$ cat src/rtl/assert_macros.svh
// Assertion macros shared by the RTL of the battery level estimator.
// No dependencies; included by modules that carry concurrent checks.
`ifndef ASSERT_MACROS_SVH
`define ASSERT_MACROS_SVH

// Implication checked on every rising clk edge, off while arst_n is low.
`define ASSERT_CLK(label, prop, msg) \
	label: assert property (@(posedge clk) disable iff (!arst_n) (prop)) else $error(msg);

// Property that must hold in the cycle after the trigger.
`define ASSERT_NEXT(label, trig, prop, msg) \
	label: assert property (@(posedge clk) disable iff (!arst_n) (trig) |=> (prop)) \
		else $error(msg);

`endif

$ cat src/rtl/ble_pkg.sv
// Package for the battery level estimator: widths, register indexes, FSM type.
// No dependencies.
`timescale 1ns / 1ps
`default_nettype none

package ble_pkg;

	localparam int ADC_W     = 12;
	localparam int PCT_W     = 7;
	// averaging ring depth, power of two (2..64)
	localparam int AVG_DEPTH = 8;
	localparam int RING_AW   = $clog2(AVG_DEPTH);
	localparam int SUM_W     = ADC_W + RING_AW;
	// dividend of the percent mapping: (x - lo) * 100
	localparam int NUM_W     = ADC_W + PCT_W;
	localparam int CNT_W     = $clog2(NUM_W);
	localparam int PCT_SCALE = 100;
	localparam int PCT_MAX   = 99;
	localparam int CFG_AW    = 3;

	typedef enum logic [CFG_AW-1:0] {
		REG_HALVING_MODE = 3'd0,
		REG_BATTERY_TYPE = 3'd1,
		REG_STD_ADC_MIN  = 3'd2,
		REG_STD_ADC_MAX  = 3'd3,
		REG_NEW_ADC_MIN  = 3'd4,
		REG_NEW_ADC_MAX  = 3'd5,
		REG_LOW_PERCENT  = 3'd6
	} reg_idx_t;

	typedef enum logic [3:0] {
		S_IDLE = 4'b0001,
		S_MAP  = 4'b0010,
		S_DIV  = 4'b0100,
		S_FIN  = 4'b1000
	} state_t;

endpackage

`default_nettype wire

$ cat src/rtl/battery_level_estimator.sv
// Battery level estimator top level: smoothing filters, bit-serial percent divider.
// Depends on ble_pkg and assert_macros.svh.
`timescale 1ns / 1ps
`default_nettype none

`include "assert_macros.svh"

// Takes one 12-bit ADC sample per beat and returns one beat with the charge
// level (0..99 %), a low flag and the smoothed ADC value. Smoothing is either a
// running halving filter or an 8-deep ring average; a beat with tuser set
// preloads both filters with its sample first. The filters update on the
// accepting edge; S_MAP then sets up the mapping, S_DIV runs the restoring
// divider that retires one quotient bit per cycle, and S_FIN loads the output
// register. With an empty window or a sample at or below the window minimum
// S_MAP skips the divider and goes straight to S_FIN. The next beat is taken
// the cycle after the result is loaded, even if it is not yet taken. A result
// still waiting in the output register when the next one is ready holds the
// block until it is taken. Configuration is written through
// cfg_we/cfg_addr/cfg_wdata; the user must write it only while idle, as the
// block itself does not enforce it.
module battery_level_estimator
	import ble_pkg::*;
(
	input  wire logic                 clk,
	input  wire logic                 arst_n,
	input  wire logic                 cfg_we,
	input  wire logic [CFG_AW-1:0]    cfg_addr,
	input  wire logic [ADC_W-1:0]     cfg_wdata,
	input  wire logic                 s_tvalid,
	output logic                      s_tready,
	input  wire logic [15:0]          s_tdata,  // [11:0] sample, [15:12] zero
	input  wire logic                 s_tuser,  // [0] prime
	output logic                      m_tvalid,
	input  wire logic                 m_tready,
	output logic [23:0]               m_tdata   // [6:0] level_percent, [7] low_flag,
	                                            // [19:8] smoothed_adc, [23:20] zero
);

	// configuration registers
	logic             halving_mode_q;
	logic             battery_type_q;
	logic [ADC_W-1:0] std_min_q, std_max_q, new_min_q, new_max_q;
	logic [PCT_W-1:0] low_percent_q;

	// filter state
	logic [ADC_W-1:0]   ring_q [AVG_DEPTH];
	logic [RING_AW-1:0] ring_idx_q;
	logic [SUM_W-1:0]   ring_sum_q;
	logic [ADC_W-1:0]   halved_q;

	// datapath
	state_t           state_q;
	logic [ADC_W-1:0] smooth_q;
	logic [NUM_W-1:0] num_q;   // dividend in, quotient out
	logic [ADC_W-1:0] den_q;
	logic [ADC_W-1:0] rem_q;
	logic [CNT_W-1:0] cnt_q;
	logic             zero_q;

	logic             m_tvalid_q;
	logic [PCT_W-1:0] out_level_q;
	logic             out_low_q;
	logic [ADC_W-1:0] out_smooth_q;

	logic             accept;
	logic [ADC_W-1:0] s_sample;
	logic             s_prime;
	logic [ADC_W-1:0] old_slot, old_halved;
	logic [SUM_W-1:0] old_sum, new_sum;
	logic [RING_AW-1:0] cur_idx, nxt_idx;
	logic [ADC_W:0]   halved_add;
	logic [ADC_W-1:0] halved_new, smooth_new;
	logic [ADC_W-1:0] win_lo, win_hi;
	logic [ADC_W-1:0] diff;
	logic [ADC_W:0]   trial;
	logic             trial_ge;
	logic [PCT_W-1:0] level;
	logic             out_free;

	assign s_sample = s_tdata[ADC_W-1:0];
	assign s_prime  = s_tuser;
	assign s_tready = (state_q == S_IDLE);
	assign accept   = s_tvalid && s_tready;
	assign out_free = !m_tvalid_q || m_tready;

	// prime substitutes the sample for every piece of old filter state and restarts the ring index at zero
	always_comb begin
		old_slot   = s_prime ? s_sample : ring_q[ring_idx_q];
		old_sum    = s_prime ? (SUM_W'(s_sample) << RING_AW) : ring_sum_q;
		old_halved = s_prime ? s_sample : halved_q;
		cur_idx    = s_prime ? '0 : ring_idx_q;
		nxt_idx    = (cur_idx == RING_AW'(AVG_DEPTH - 1)) ? '0 : cur_idx + 1'b1;
		new_sum    = old_sum - SUM_W'(old_slot) + SUM_W'(s_sample);
		halved_add = {1'b0, old_halved} + {1'b0, s_sample};
		halved_new = halved_add[ADC_W:1];
		smooth_new = halving_mode_q ? halved_new : new_sum[SUM_W-1:RING_AW];
	end

	always_comb begin
		win_lo   = battery_type_q ? new_min_q : std_min_q;
		win_hi   = battery_type_q ? new_max_q : std_max_q;
		diff     = smooth_q - win_lo;
		trial    = {rem_q, num_q[NUM_W-1]};
		trial_ge = (trial >= {1'b0, den_q});
		if (zero_q)
			level = '0;
		else if (num_q > NUM_W'(PCT_MAX))
			level = PCT_W'(PCT_MAX);
		else
			level = num_q[PCT_W-1:0];
	end

	always_ff @(posedge clk or negedge arst_n) begin
		if (!arst_n) begin
			halving_mode_q <= 1'b1;
			battery_type_q <= 1'b0;
			std_min_q      <= '0;
			std_max_q      <= '1;
			new_min_q      <= '0;
			new_max_q      <= '1;
			low_percent_q  <= PCT_W'(20);
		end else if (cfg_we) begin
			case (cfg_addr)
				REG_HALVING_MODE: halving_mode_q <= cfg_wdata[0];
				REG_BATTERY_TYPE: battery_type_q <= cfg_wdata[0];
				REG_STD_ADC_MIN:  std_min_q      <= cfg_wdata;
				REG_STD_ADC_MAX:  std_max_q      <= cfg_wdata;
				REG_NEW_ADC_MIN:  new_min_q      <= cfg_wdata;
				REG_NEW_ADC_MAX:  new_max_q      <= cfg_wdata;
				REG_LOW_PERCENT:  low_percent_q  <= cfg_wdata[PCT_W-1:0];
				default: ;
			endcase
		end
	end

	always_ff @(posedge clk or negedge arst_n) begin
		if (!arst_n) begin
			for (int i = 0; i < AVG_DEPTH; i++)
				ring_q[i] <= '0;
			ring_idx_q <= '0;
			ring_sum_q <= '0;
			halved_q   <= '0;
		end else if (accept) begin
			if (s_prime) begin
				for (int i = 0; i < AVG_DEPTH; i++)
					ring_q[i] <= s_sample;
				ring_idx_q <= '0;
				ring_sum_q <= old_sum;
				halved_q   <= s_sample;
			end
			if (halving_mode_q) begin
				halved_q <= halved_new;
			end else begin
				ring_q[cur_idx] <= s_sample;
				ring_idx_q      <= nxt_idx;
				ring_sum_q      <= new_sum;
			end
		end
	end

	always_ff @(posedge clk or negedge arst_n) begin
		if (!arst_n) begin
			state_q <= S_IDLE;
			cnt_q   <= '0;
		end else begin
			case (state_q)
				S_IDLE: if (accept) state_q <= S_MAP;
				S_MAP: begin
					if (win_hi <= win_lo || smooth_q <= win_lo) begin
						state_q <= S_FIN;
					end else begin
						cnt_q   <= CNT_W'(NUM_W - 1);
						state_q <= S_DIV;
					end
				end
				S_DIV: begin
					cnt_q <= cnt_q - 1'b1;
					if (cnt_q == '0)
						state_q <= S_FIN;
				end
				S_FIN: if (out_free) state_q <= S_IDLE;
				default: state_q <= S_IDLE;
			endcase
		end
	end

	// datapath registers, no reset needed
	always_ff @(posedge clk) begin
		if (accept)
			smooth_q <= smooth_new;
		if (state_q == S_MAP) begin
			zero_q <= (win_hi <= win_lo) || (smooth_q <= win_lo);
			num_q  <= NUM_W'(diff) * NUM_W'(PCT_SCALE);
			den_q  <= win_hi - win_lo;
			rem_q  <= '0;
		end
		if (state_q == S_DIV) begin
			// restoring divide, one quotient bit per cycle
			rem_q <= trial_ge ? ADC_W'(trial - {1'b0, den_q}) : trial[ADC_W-1:0];
			num_q <= {num_q[NUM_W-2:0], trial_ge};
		end
		if (state_q == S_FIN && out_free) begin
			out_level_q  <= level;
			out_low_q    <= (level < low_percent_q);
			out_smooth_q <= smooth_q;
		end
	end

	always_ff @(posedge clk or negedge arst_n) begin
		if (!arst_n)
			m_tvalid_q <= 1'b0;
		else if (state_q == S_FIN && out_free)
			m_tvalid_q <= 1'b1;
		else if (m_tready)
			m_tvalid_q <= 1'b0;
	end

	assign m_tvalid = m_tvalid_q;
	assign m_tdata  = {4'b0, out_smooth_q, out_low_q, out_level_q};

	`ASSERT_CLK(a_level_range, !m_tvalid_q || out_level_q <= PCT_W'(PCT_MAX), "level above 99")
	`ASSERT_CLK(a_rem_below_den, state_q != S_DIV || rem_q < den_q, "divider remainder overflow")
	`ASSERT_NEXT(a_accept_to_map, accept, state_q == S_MAP, "accepted beat not mapped")
	`ASSERT_NEXT(a_div_runs, state_q == S_DIV && cnt_q != '0, state_q == S_DIV,
		"divider stopped early")

endmodule

`default_nettype wire

$ cat config.mk
export PLATFORM = sky130hd
export DESIGN_NAME = battery_level_estimator
export DESIGN_NICKNAME = d
export VERILOG_FILES = /design/src/rtl/ble_pkg.sv /design/src/rtl/battery_level_estimator.sv
export VERILOG_INCLUDE_DIRS = /design/src /design/src/rtl
export SDC_FILE = /design/constraint.sdc
export NUM_CORES = 1
export LEC_CHECK = 0
export BUFFER_PORTS_ARGS = -buffer_cell sky130_fd_sc_hd__buf_2
export CORE_AREA = 2 2 166 168
export DETAILED_ROUTE_END_ITERATION = 10
export DIE_AREA = 0 0 168 170
export GPL_TIMING_DRIVEN = 0
export HOLD_SLACK_MARGIN = 0.15
export PLACE_DENSITY = 0.78
export RECOVER_POWER = 100
export SYNTH_ARGS = -nofsm -noshare
export SYNTH_HDL_FRONTEND = slang
export SYNTH_SLANG_ARGS = --single-unit
export TNS_END_PERCENT = 5
$ cat constraint.sdc
create_clock -name clk -period 9.1 [get_ports clk]
set_clock_uncertainty 0.2 [all_clocks]
set_input_delay 2.275 -clock clk [delete_from_list [all_inputs] [get_ports clk]]
set_output_delay 2.275 -clock clk [all_outputs]
set_load 0.005 [all_outputs]
# Word level (Yosys, flattened, before mapping)
# Cells that the tools add are included.
# W data, S select, Z words.
# word_totals
regBits	269
latchBits	0
ramBits	0
romBits	0
inputBits	37
output_inout_bits	26
word_cells	121
mem_count	0
# op_classes
n_addsub	8
n_mul	1
div	0
magnitude_cmp	8
n_eq_ne	16
shifts	0
n_mux	37
bitwise	2
n_reduce_logical	20
# op_table
operator	n
$mux W96	3
$mux W12	12
$bwmux W96	1
$mux W15	3
$mux W19	2
$bmux W12 S3	1
$demux W12 S3	1
$sub A12 B12 Y12	3
$le A12 B12 Y1	2
$gt A19 B7 Y1 const B	1
$reduce_and A2 Y1	9
$mul A12 B5 Y17 const B	1
$mux W4	4
$pmux W4 S4	1
$add A15 B12 Y15	1
$sub A15 B12 Y15	1
$mux W7	2
$add A12 B12 Y13	1
$ge A13 B12 Y1	1
$eq A3 B3 Y1 const B	4
$pmux W5 S2	1
$mux W3	3
$ge A4 B4 Y1 const B	2
$ne A2 B2 Y1 const B	4
other kinds (21)	28

# Logic depth before layout (Yosys ltp)
# depth
ltp_word	8
ltp_mapped	26
ltp_nobuf	24

# Worst setup path before layout
# No wires, ideal clock.
# synth_path
path_type	in2reg
from	in s_tuser
to	reg smooth_q[10] (data pin)
arrival_time_ns	5.826
required_ns	8.629
setup_slack_ns	2.802
cell_stages	16
n_path_buf	4
path_cell_list	clkbuf_1 > clkbuf_1 > clkbuf_1 > clkbuf_1 > o21ai_0 > fa_1 > inv_1 > ha_1 > a211o_1 > a21oi_1 > o21bai_1 > a221oi_1 > nor2_1 > a31oi_1 > xor2_1 > o211ai_1
# synth_between
elab_chain_cells	4
# synth_lines
item	line	text
start, declared	battery_level_estimator.sv:32	input wire logic s_tuser,
$mux W15 or $mux W12 (tied branches)	battery_level_estimator.sv:89, battery_level_estimator.sv:88	
$sub A15 B12 Y15	battery_level_estimator.sv:93	new_sum = old_sum - SUM_W'(old_slot) + SUM_W'(s_sample);
$add A15 B12 Y15	battery_level_estimator.sv:93	
$mux W12 (*)	battery_level_estimator.sv:96	smooth_new = halving_mode_q ? halved_new : new_sum[SUM_W-1:RING_AW];
via smooth_new[10]	battery_level_estimator.sv:72	logic [ADC_W-1:0] halved_new, smooth_new;
end signal, assigned	battery_level_estimator.sv:190	smooth_q <= smooth_new;
end, declared	battery_level_estimator.sv:53	logic [ADC_W-1:0] smooth_q;
# The timed path passes the listed nets; every way through them passes the cells marked *.
# A chain may end at the register's enable or synchronous reset.

==> impl_metrics.csv <==
group,metric,value,unit
timing,maxSlewHeadroom,-284.4,%
timing,min_period,7259,ps
timing,max_slew.worst_pin.slew,5766,ps
final_layout,regArea,7147,um2
route,via_per_inst,6.057,
route,drt-initial-drc-count,1011,
timing,fin_ws,1841,ps
timing,finalSetupViolations,0,
route,drtPass1Iterations,6,
final_layout,final_nets,1790,
worst_setup_path,path_max_fanout,104,
clock_network,clockBufferDepth,3,
clock_network,cts_inserted_buffers,29,
synthesis,seq_area_frac_synth,44.12,%
synthesis,syn-cell-area,16200,um2
timing,fin_setup_tns,0,ps
clock_network,cts_htree_levels,1,
route,via_count,12000,
synthesis,syn_inst,1527,
placement,hpwl,29.51,mm
final_layout,instances_no_fill,1981,
worst_setup_path,critPathCaptureType,"asynchronous set/reset pin",
worst_setup_path,ff2ff_setup_slack,1880,ps
clock_network,clk_pin_slew_worst_paths,60,ps
timing,period_share,79.77,%
synthesis,async_flop_share,71.75,%
route,wire_per_inst,20.10,um
worst_setup_path,critPathArrivalTime,6310,ps
timing,max_freq,137.8,MHz
grt,busiest_layer,"met2",
route,remaining_drc_errors,0,
worst_setup_path,cp-start-kind,"primary input",
die,fp.dieH,170,um
die,design.die.area,28560,um2
final_layout,syn_to_final_growth,10.36,%
grt,grt_max_degree,105,
job,maxCapViolCount,2,
worst_hold_path,hold_start,"ring_q[74]",
final_layout,antenna_cells,0,
route,wl,39.83,mm
worst_hold_path,min_path_cells,2,
clock_network,cts_setup_buffers,0,
synthesis,ys_warn_count,0,
worst_hold_path,hold_end,"ring_q[74]",
grt,grt_pass1_wl,63.29,mm
worst_setup_path,worstSetupStartpoint,"arst_n",
synthesis,ys.flop_type,"dfrtp_1",
placement,pre_cts_ws,1689,ps
route,ant_nets,0,
worst_hold_path,hold_path.class,"register to register",
grt,use_met3,3.814,%
die,die_x,168,um
die,pin_count,63,
grt,gr-total-overflow,0,
clock_network,cts_tree,"yes",
grt,met2_usage,48.76,%
timing,slew_violations,116,
final_layout,fill_cells,2037,
synthesis,ys_types,79,
grt,grtUsageTotal,28.15,%
synthesis,avgSynthCellArea,10.61,um2
die,initial_core_util,60.78,%
placement,io_buffers,54,
worst_setup_path,reg2reg_depth,21,
worst_setup_path,crit_slowest_cell,"clkbuf_1",
worst_setup_path,crit_required,8150,ps
worst_setup_path,r2r_start,"battery_type_q",
synthesis,ys_ff_latch,269,
outcome,status,"complete, but fails checks",
clock_network,clock_latency,560,ps
timing,finalHoldViolCount,0,
grt,antenna_found_initial,0,
timing,rsz0062_at_grt,"no",
clock_network,cts_resized,0,
outcome,violations,"capacitance limit, slew limit",
worst_setup_path,crit_family,"buffers and inverters",
placement,dp.cells,1927,
grt,use_met1,34.48,%
die,num_rows,60,
worst_setup_path,cp_num_buf_inv,1,
grt,grt_pass1_vias,11960,
placement,place.gp.congestion,0.9867,
die,fp.coreArea,26650,um2
final_layout,drive_above_1_share,17.20,%
final_layout,multi_input_area,8263,um2
synthesis,synth_enable_flop_cells,76,
clock_network,clock_sink_count,269,
worst_setup_path,timing.rr.end,"num_q[17]",
worst_setup_path,path_class,"primary input to asynchronous set/reset pin",
worst_setup_path,slowest_delay,3970,ps
worst_setup_path,worstPathCellList,"clkbuf_1",
clock_network,root_buffer,"clkbuf_16",
clock_network,cts_hold_buf,0,
registers in the layout, summed over array words and instances (netlist names), 3 cells and up:
name and cells:
ring_q 96, num_q 19, ring_sum_q 15, den_q 12, halved_q 12, new_max_q 12, new_min_q 12, out_smooth_q 12
rem_q 12, smooth_q 12, std_max_q 12, std_min_q 12, low_percent_q 7, out_level_q 7, cnt_q 5, state_q 4
ring_idx_q 3
how the worst max path moves through the flow:
stage                   endpoint  slack (ps)  cells after the start
floorplan           smooth_q[10]        2800                     16
global placement    smooth_q[10]        1770                     17
detailed placement  smooth_q[10]        1690                     17
CTS                    num_q[17]        1880                     24
global route          ring_q[33]         840                      1
finish                ring_q[24]        1840                      1
cells by family after synthesis:
family	synth area share, %
buffers and inverters	4.665
and+or+nand+nor	9.554
AOI/OAI and AO/OA	13.66
adders and majority gates	11.52
DFF	44.12
muxes	12.89
xor gates and xnor gates	3.568
other	0.02315
cell type report:
type                    count  area share [%]
well taps                 341           2.387
clock buffers              40           4.402
flip-flops and latches    269           39.98
multi-input cells        1070           46.22
plain buffers              69           1.645
inverters                 122           2.562
repair buffers             56           1.568
clock inverters            14           1.239
cell usage in the layout, fill, tap and decap left out, types with 6 or more instances in the layout:
master,instances
dfrtp_1,165
nand2_1,143
mux2_2,137
o21ai_0,124
inv_1,121
ha_1,114
clkbuf_1,83
a21oi_1,82
edfxtp_1,76
nor2_1,64
xnor2_1,39
buf_2,39
nand3_1,34
clkbuf_16,29
xor2_1,27
dfstp_2,27
mux2i_1,23
fa_1,22
a21o_1,20
nor3_1,16
a21boi_0,15
nor2b_1,13
o21a_1,13
a22oi_1,13
mux4_2,12
o22ai_1,11
nand2b_1,10
a31oi_1,9
a211oi_1,8
o21ai_1,8
nor4_1,7
o21bai_1,6
o211ai_1,6
nand4_1,6
or3_1,6
bufinv_16,6
synth_stat cells (6+ instances only):
master	number	share of area [%]
o21ai_0	121	3.7
xnor2_1	39	2.1
fa_1	22	2.7
o21ai_1	10	0.31
a21boi_0	15	0.70
ha_1	114	8.8
nor2b_1	13	0.50
mux4_2	12	1.7
mux2_2	141	9.8
nor4_1	7	0.27
clkbuf_1	47	1.1
o21bai_1	6	0.28
dfrtp_1	165	25
o21a_1	13	0.60
nand2_1	143	3.3
o211ai_1	6	0.28
or3_1	6	0.23
a21oi_1	82	2.5
dfstp_2	28	4.5
nand2b_1	10	0.39
and2_1	8	0.31
a31oi_1	9	0.35
inv_1	120	2.8
a21o_1	20	0.93
mux2i_1	23	1.4
nand4_1	6	0.23
nand3_1	34	1.1
xor2_1	27	1.5
a22oi_1	13	0.60
nor3_1	16	0.49
buf_1	10	0.23
edfxtp_1	76	14
nor2_1	64	1.5
o22ai_1	11	0.42
through the flow:
step	hold WS (ps)	cell area, um2	util (%)
final	283.0	17880	67.08
after global routing	307.7	17880	67.08
after CTS	282.4	17970	67.44
after detailed placement	268.6	16960	63.65
after global placement	257.3	16910	63.44
after floorplan	226.4	16210	-
routing by layer:
| layer | vias up | wire [um] |
|---|---|---|
| met1 | 5894 | 16230 |
| met2 | 384 | 19390 |
| met3 | 117 | 1977 |
| li1 | 5604 | - |
| met5 | - | 0 |
| met4 | 0 | 2229 |
Power is left out: the tool's default activity adds up to more than one toggle a clock period on the data nets, which glitch-free logic cannot reach.
